$ cat src/hdl/hmsn_pkg.sv
`default_nettype none
package hmsn_pkg;

  // Configuration register indexes.
  localparam logic [1:0] CFG_GRID_ROWS  = 2'd0;
  localparam logic [1:0] CFG_GRID_COLS  = 2'd1;
  localparam logic [1:0] CFG_SLOPE_GAIN = 2'd2;

  // Item modes.
  localparam logic MODE_WRITE = 1'b0;
  localparam logic MODE_QUERY = 1'b1;

  // Neighbor read selectors.
  typedef enum logic [1:0] {
    NB_UP    = 2'd0,
    NB_DOWN  = 2'd1,
    NB_LEFT  = 2'd2,
    NB_RIGHT = 2'd3
  } nb_sel_t;

  // Controller commands to the datapath.
  typedef struct packed {
    logic    load;
    logic    mem_wr;
    logic    mem_rd;
    nb_sel_t rd_sel;
    logic    cap_en;
    nb_sel_t cap_sel;
    logic    mul_go;
    logic    shift_go;
    logic    sqrt_go;
    logic    div_go;
    logic    out_load;
    logic    out_zero;
  } hmsn_cmd_t;

  // Datapath status to the controller.
  typedef struct packed {
    logic mode;
    logic oob;
    logic shift_done;
    logic sqrt_done;
    logic div_done;
  } hmsn_sts_t;

endpackage
`default_nettype wire

$ cat src/hdl/hmsn_ctrl.sv
`default_nettype none
module hmsn_ctrl
  import hmsn_pkg::*;
(
  input  wire logic      clk,
  input  wire logic      rst_n,
  input  wire logic      in_valid,
  output      logic      in_ready,
  output      logic      out_valid,
  input  wire logic      out_ready,
  output      hmsn_cmd_t cmd,
  input  wire hmsn_sts_t sts
);

  typedef enum logic [3:0] {
    ST_IDLE, ST_DECIDE, ST_RD0, ST_RD1, ST_RD2, ST_RD3, ST_CAP3,
    ST_MUL, ST_SHIFT, ST_SQRT, ST_DIV, ST_DONE
  } state_t;

  state_t state_r, state_nxt;
  logic   out_valid_r, out_valid_nxt;

  assign out_valid = out_valid_r;
  // A new item may enter once the result register is free to be refilled.
  assign in_ready  = (state_r == ST_IDLE) && (!out_valid_r || out_ready);

  // Next state and command decode.
  always_comb begin
    state_nxt     = state_r;
    out_valid_nxt = out_valid_r;
    cmd           = '0;
    if (out_valid_r && out_ready) begin
      out_valid_nxt = 1'b0;
    end
    unique case (state_r)
      ST_IDLE: begin
        if (in_valid && in_ready) begin
          cmd.load  = 1'b1;
          state_nxt = ST_DECIDE;
        end
      end
      ST_DECIDE: begin
        if (sts.oob || sts.mode == MODE_WRITE) begin
          cmd.mem_wr    = !sts.oob;
          cmd.out_load  = 1'b1;
          cmd.out_zero  = 1'b1;
          out_valid_nxt = 1'b1;
          state_nxt     = ST_IDLE;
        end else begin
          cmd.mem_rd = 1'b1;
          cmd.rd_sel = NB_UP;
          state_nxt  = ST_RD0;
        end
      end
      ST_RD0: begin
        cmd.mem_rd = 1'b1; cmd.rd_sel = NB_DOWN;
        cmd.cap_en = 1'b1; cmd.cap_sel = NB_UP;
        state_nxt  = ST_RD1;
      end
      ST_RD1: begin
        cmd.mem_rd = 1'b1; cmd.rd_sel = NB_LEFT;
        cmd.cap_en = 1'b1; cmd.cap_sel = NB_DOWN;
        state_nxt  = ST_RD2;
      end
      ST_RD2: begin
        cmd.mem_rd = 1'b1; cmd.rd_sel = NB_RIGHT;
        cmd.cap_en = 1'b1; cmd.cap_sel = NB_LEFT;
        state_nxt  = ST_RD3;
      end
      ST_RD3: begin
        cmd.cap_en = 1'b1; cmd.cap_sel = NB_RIGHT;
        state_nxt  = ST_CAP3;
      end
      ST_CAP3: begin
        cmd.mul_go = 1'b1;
        state_nxt  = ST_MUL;
      end
      ST_MUL: begin
        cmd.shift_go = 1'b1;
        state_nxt    = ST_SHIFT;
      end
      ST_SHIFT: begin
        if (sts.shift_done) begin
          cmd.sqrt_go = 1'b1;
          state_nxt   = ST_SQRT;
        end
      end
      ST_SQRT: begin
        if (sts.sqrt_done) begin
          cmd.div_go = 1'b1;
          state_nxt  = ST_DIV;
        end
      end
      ST_DIV: begin
        if (sts.div_done) begin
          state_nxt = ST_DONE;
        end
      end
      ST_DONE: begin
        if (!out_valid_r || out_ready) begin
          cmd.out_load  = 1'b1;
          out_valid_nxt = 1'b1;
          state_nxt     = ST_IDLE;
        end
      end
      default: state_nxt = ST_IDLE;
    endcase
  end

  // State and result-valid register.
  always_ff @(posedge clk) begin
    if (!rst_n) begin
      state_r     <= ST_IDLE;
      out_valid_r <= 1'b0;
    end else begin
      state_r     <= state_nxt;
      out_valid_r <= out_valid_nxt;
    end
  end

endmodule
`default_nettype wire

$ cat config.mk
export PLATFORM = sky130hd
export DESIGN_NAME = hmsn_ctrl
export DESIGN_NICKNAME = d
export VERILOG_FILES = /design/src/hdl/hmsn_pkg.sv /design/src/hdl/hmsn_ctrl.sv
export SDC_FILE = /design/constraint.sdc
export NUM_CORES = 1
export LEC_CHECK = 0
export BUFFER_PORTS_ARGS = -buffer_cell sky130_fd_sc_hd__buf_4
export CAP_MARGIN = 20
export CORE_MARGIN = 1
export CORE_UTILIZATION = 36
export CTS_BUF_LIST = sky130_fd_sc_hd__clkbuf_16
export CTS_CLUSTER_DIAMETER = 80
export DETAILED_ROUTE_END_ITERATION = 8
export PLACE_DENSITY = 0.69
export SYNTH_ARGS = -nofsm -noshare
export SYNTH_HDL_FRONTEND = slang
export SYNTH_SLANG_ARGS = --single-unit
export TNS_END_PERCENT = 30
$ cat constraint.sdc
create_clock -name clk -period 1.75 [get_ports clk]
set_clock_uncertainty 0.2 [all_clocks]
set_input_delay 0.2625 -clock clk [delete_from_list [all_inputs] [get_ports clk]]
set_output_delay 0.2625 -clock clk [all_outputs]
set_load 0.05 [all_outputs]
### Yosys cells after proc, flatten, opt, wreduce, memory -nomap -nowiden

Cells that the tools add are included.

* register bits: 5
* latch bits: 0
* memory bits (writable): 0
* memory bits (read-only): 0
* input bits: 9
* output and inout bits: 16
* word-level logic and storage cells: 56
* memories: 0

* add/sub/neg operators: 0
* multipliers: 0
* div/mod/pow operators: 0
* magnitude comparators: 0
* equal/unequal tests: 16
* shift-type cells: 0
* muxes and demuxes: 28
* bitwise logic cells: 1
* reduce and logical (&&, ||, !) cells: 9

Operators with widths (number)
* $pmux 4 s12: 1
* $pmux 3 s4: 2
* $mux 4: 5
* $eq 4x3->1 const B: 4
* $eq 4x4->1 const B: 4
* $mux 1: 15
* $eq 4x2->1 const B: 2
* $ne 2x2->1 const B: 4
* $reduce_and 5->1: 1
* $eq 4x1->1 const B: 1
* $logic_not 4->1: 1
* $mux 2: 2
* $pmux 1 s2: 2
* $logic_and 1x1->1: 3
* $mux 3: 1
* $logic_not 1->1: 2
* $logic_or 1x1->1: 2
* $ne 2x1->1 const B: 1
* $not 1->1: 1

### Longest topological paths before layout

* depth after elaboration: 6
* gate-level depth with buffers: 5
* depth with buffers taken out: 4

### Worst setup path before layout

No wires, ideal clock.

* kind: register -> output
* from: register state_r[0]
* to: output port cmd[1] (netlist name)
* arrival time: 2.378 ns
* required time: 1.287 ns
* setup slack: -1.091 ns
* stages on the path, launching flop included: 6
* path buffers: 1
* path through: dfxtp_1 buf_2 nor2b_1 nand2_1 nor3_1 o21ba_2

RTL lines
* from (decl): line hmsn_ctrl.sv:20 `state_t state_r, state_nxt;`
* from (signal assigned): line hmsn_ctrl.sv:116 `state_r <= state_nxt;`
* to (decl): line hmsn_ctrl.sv:11 `output hmsn_cmd_t cmd,`

### Final worst setup path

* from: register state_r[0]
* to: output port in_ready

* longest elaborated chain between the ends: 2

RTL lines
* $logic_not 4->1: line hmsn_ctrl.sv:25 `assign in_ready = (state_r == ST_IDLE) && (!out_valid_r || out_ready);`
* $logic_and 1x1->1: line hmsn_ctrl.sv:25
* to (decl): line hmsn_ctrl.sv:8 `output logic in_ready,`

No other way between the ends.

==> impl_metrics.tcl <==
set metrics [dict create \
    reg2reg_slack_ns -0.03 \
    cts_root_buf "clkbuf_16" \
    cts_buffers 3 \
    rows 12 \
    async_reset_ff_frac 0 \
    post_dp_cell_area_um2 820 \
    syn_inst 69 \
    gp_congestion 0.826 \
    drt_iter0_markers 11 \
    p_total_mw 2.32 \
    setup_viol 8 \
    vias 654 \
    arrival_ns 1.46 \
    ios 25 \
    grt_max_degree 12 \
    syn_nets 78 \
    cts.sinks 5 \
    ys_seq_area_frac 0.208 \
    slew_headroom 0.811 \
    drt_pass1_iterations 4 \
    n_fill_cell 61 \
    area_growth_pct 114 \
    core_um2 1170 \
    totalWireLength_mm 1.78 \
    dieArea_um2 1480 \
    htree_levels 1 \
    clk_latency_ns 0.23 \
    p_per_area_nw_per_um2 2260 \
    crit_path_end_kind "output port" \
    route.detailed.wl_per_inst_um 14.8 \
    seq_power_share 0.117 \
    worst_pin_slew_ns 0.284 \
    antenna_left 0 \
    cp.required_ns 1.29 \
    via_per_inst 5.45 \
    cts_max_path_buffers 2 \
    period_share 1.10 \
    grt_use_total 0.263 \
    fp.dieW_um 38.5 \
    drcViolationCount 0 \
    cts_hold_buf 0 \
    p_sw_frac 0.492 \
    hold_slack_ns 0.129 \
    final_max_slew_viol_count 0 \
    cp_max_fo 7 \
    nets 116 \
    synth-main-ff-cell "dfxtp_1" \
    maxCapViolations 0 \
    cts_tree "done" \
    synth_area_per_cell_um2 6.96 \
    final_cell_area_um2 1030 \
    ir_drop_mv 1.32 \
    status "complete, but fails checks" \
    n_antenna_cell 0 \
    syn_area_um2 480 \
    clkPwrFrac 0.161 \
    rsz0062_at_grt "true" \
    grt_pass1_wl_mm 2.66 \
    pwr-share-comb 0.723 \
    antenna_found_initial 0 \
    final.setup.worst_slack_ns -0.174 \
    final_hold_viol_count 0 \
    synth.area.top_cells "dfxtp_1 21%, nand2_1 8.6%, nor2_1 7.8%" \
    ys_seq_elements 5 \
    min_path_cells 3 \
    min_period_ns 1.92 \
    synth.most_common_cell "nand2_1" \
    cp-start-kind "register" \
    intPower_mw 1.18 \
    yosysTopAreaCell "dfxtp_1" \
    io_buffers 24 \
    die_h_um 38.5 \
    hpwl_mm 1.13 \
    initial_core_util 0.410 \
    max_freq_ghz 0.520 \
    synth_top_cell_area_share 0.208 \
    grt_overflow 0 \
    crit_type "reg -> out" \
    grt_pass1_vias 643 \
    ys_types 31 \
    synth_edf_count 0 \
    synthTopCellsByCount "11 x nand2_1, 10 x nor2_1, 5 x dfxtp_1" \
    power_switching_mw 1.14 \
    cts.clk_slew.worst_paths_ns 0.03 \
    p_leak_nw 0.460 \
    ys.warnings.count 0 \
    worstHoldPathType "in -> reg" \
    violations "setup timing" \
    drive_gt1_frac 0.632 \
    r2r_cells 4 \
]
==> final timing paths <==
path / start / to
setup / recovery: state_r[0]$_SDFFE_PN0P_ / in_ready
hold / removal: rst_n / state_r[2]$_SDFFE_PN0P_
setup reg to reg: state_r[0]$_SDFFE_PN0P_ / state_r[1]$_SDFFE_PN0P_
hold reg to reg: state_r[0]$_SDFFE_PN0P_ / state_r[0]$_SDFFE_PN0P_
==> worst max-delay path, stage by stage (launching register included) <==
cell,delay [ns]
dfxtp_4,0.36
or4_4,0.59
nor2_4,0.13
buf_8,0.15
==> power by group through the flow <==
stage          clock [mW]  combinational, mW  sequential [mW]
2_1_floorplan           0               1.08            0.212
5_1_grt             0.387               1.75            0.277
6_report            0.373               1.67            0.270
3_3_place_gp            0               1.39            0.241
4_1_cts             0.374               1.58            0.262
3_5_place_dp            0               1.41            0.243
==> layer usage <==
metal	track usage	wire length (µm)	vias up
met5	0	0	-
met4	0.0776	25	0
met3	0.0698	70	4
met2	0.471	949	25
met1	0.298	733	311
li1	-	-	314
==> repair_timing <==
item | in CTS | in global routing
cloned | 0 | 0
setup endpoints to repair | 17 | 13
gates resized for setup | 26 | 7
setup buffers | 1 | 0
pin swaps | 5 | 2
==> area by class of cell <==
class                   count  area, µm²  share of cell area
multi-input cells          57        467               0.454
repair buffers             38        345               0.336
flip-flops and latches      5        111               0.108
clock buffers               3       75.1              0.0731
well taps                  14       17.5              0.0171
inverters                   2       7.51             0.00731
clock inverters             1       3.75             0.00365
==> cells by family after synthesis <==
logic type	synth area share
XOR/XNOR	0.0182
AND/OR/NAND/NOR	0.432
multiplexers	0.0417
flip-flops	0.208
buffers and inverters	0.0885
AO/OA/AOI/OAI	0.211
==> through the flow <==
stage	TNS, ns	util	instances	setup slack, ns
6_report	-0.540	0.877	120	-0.174
3_5_place_dp	-0.0686	0.700	115	-0.0511
4_1_cts	-0.481	0.853	120	-0.150
2_1_floorplan	-0.700	-	69	-0.220
3_3_place_gp	-0.0296	0.700	115	-0.0296
5_1_grt	-0.860	0.877	120	-0.190
==> state kept, by name (all words and copies together), names as in the netlist <==
signal	count
out_valid	1
state_r	4
==> layout by cell type (no fill, tap or decap), types with 2 or more instances in the layout <==
cell / instances
nand2_1: 9
buf_6: 10
buf_4: 25
nor2_4: 5
and2_2: 2
nor2b_1: 2
buf_8: 3
inv_1: 3
nor3_4: 2
a21oi_1: 3
a21oi_2: 2
a211o_1: 2
dfxtp_1: 2
clkbuf_16: 3
nor2_1: 4
nand2b_1: 2
mux2i_1: 2
dfxtp_4: 3
(Power assumes the default switching activity.)
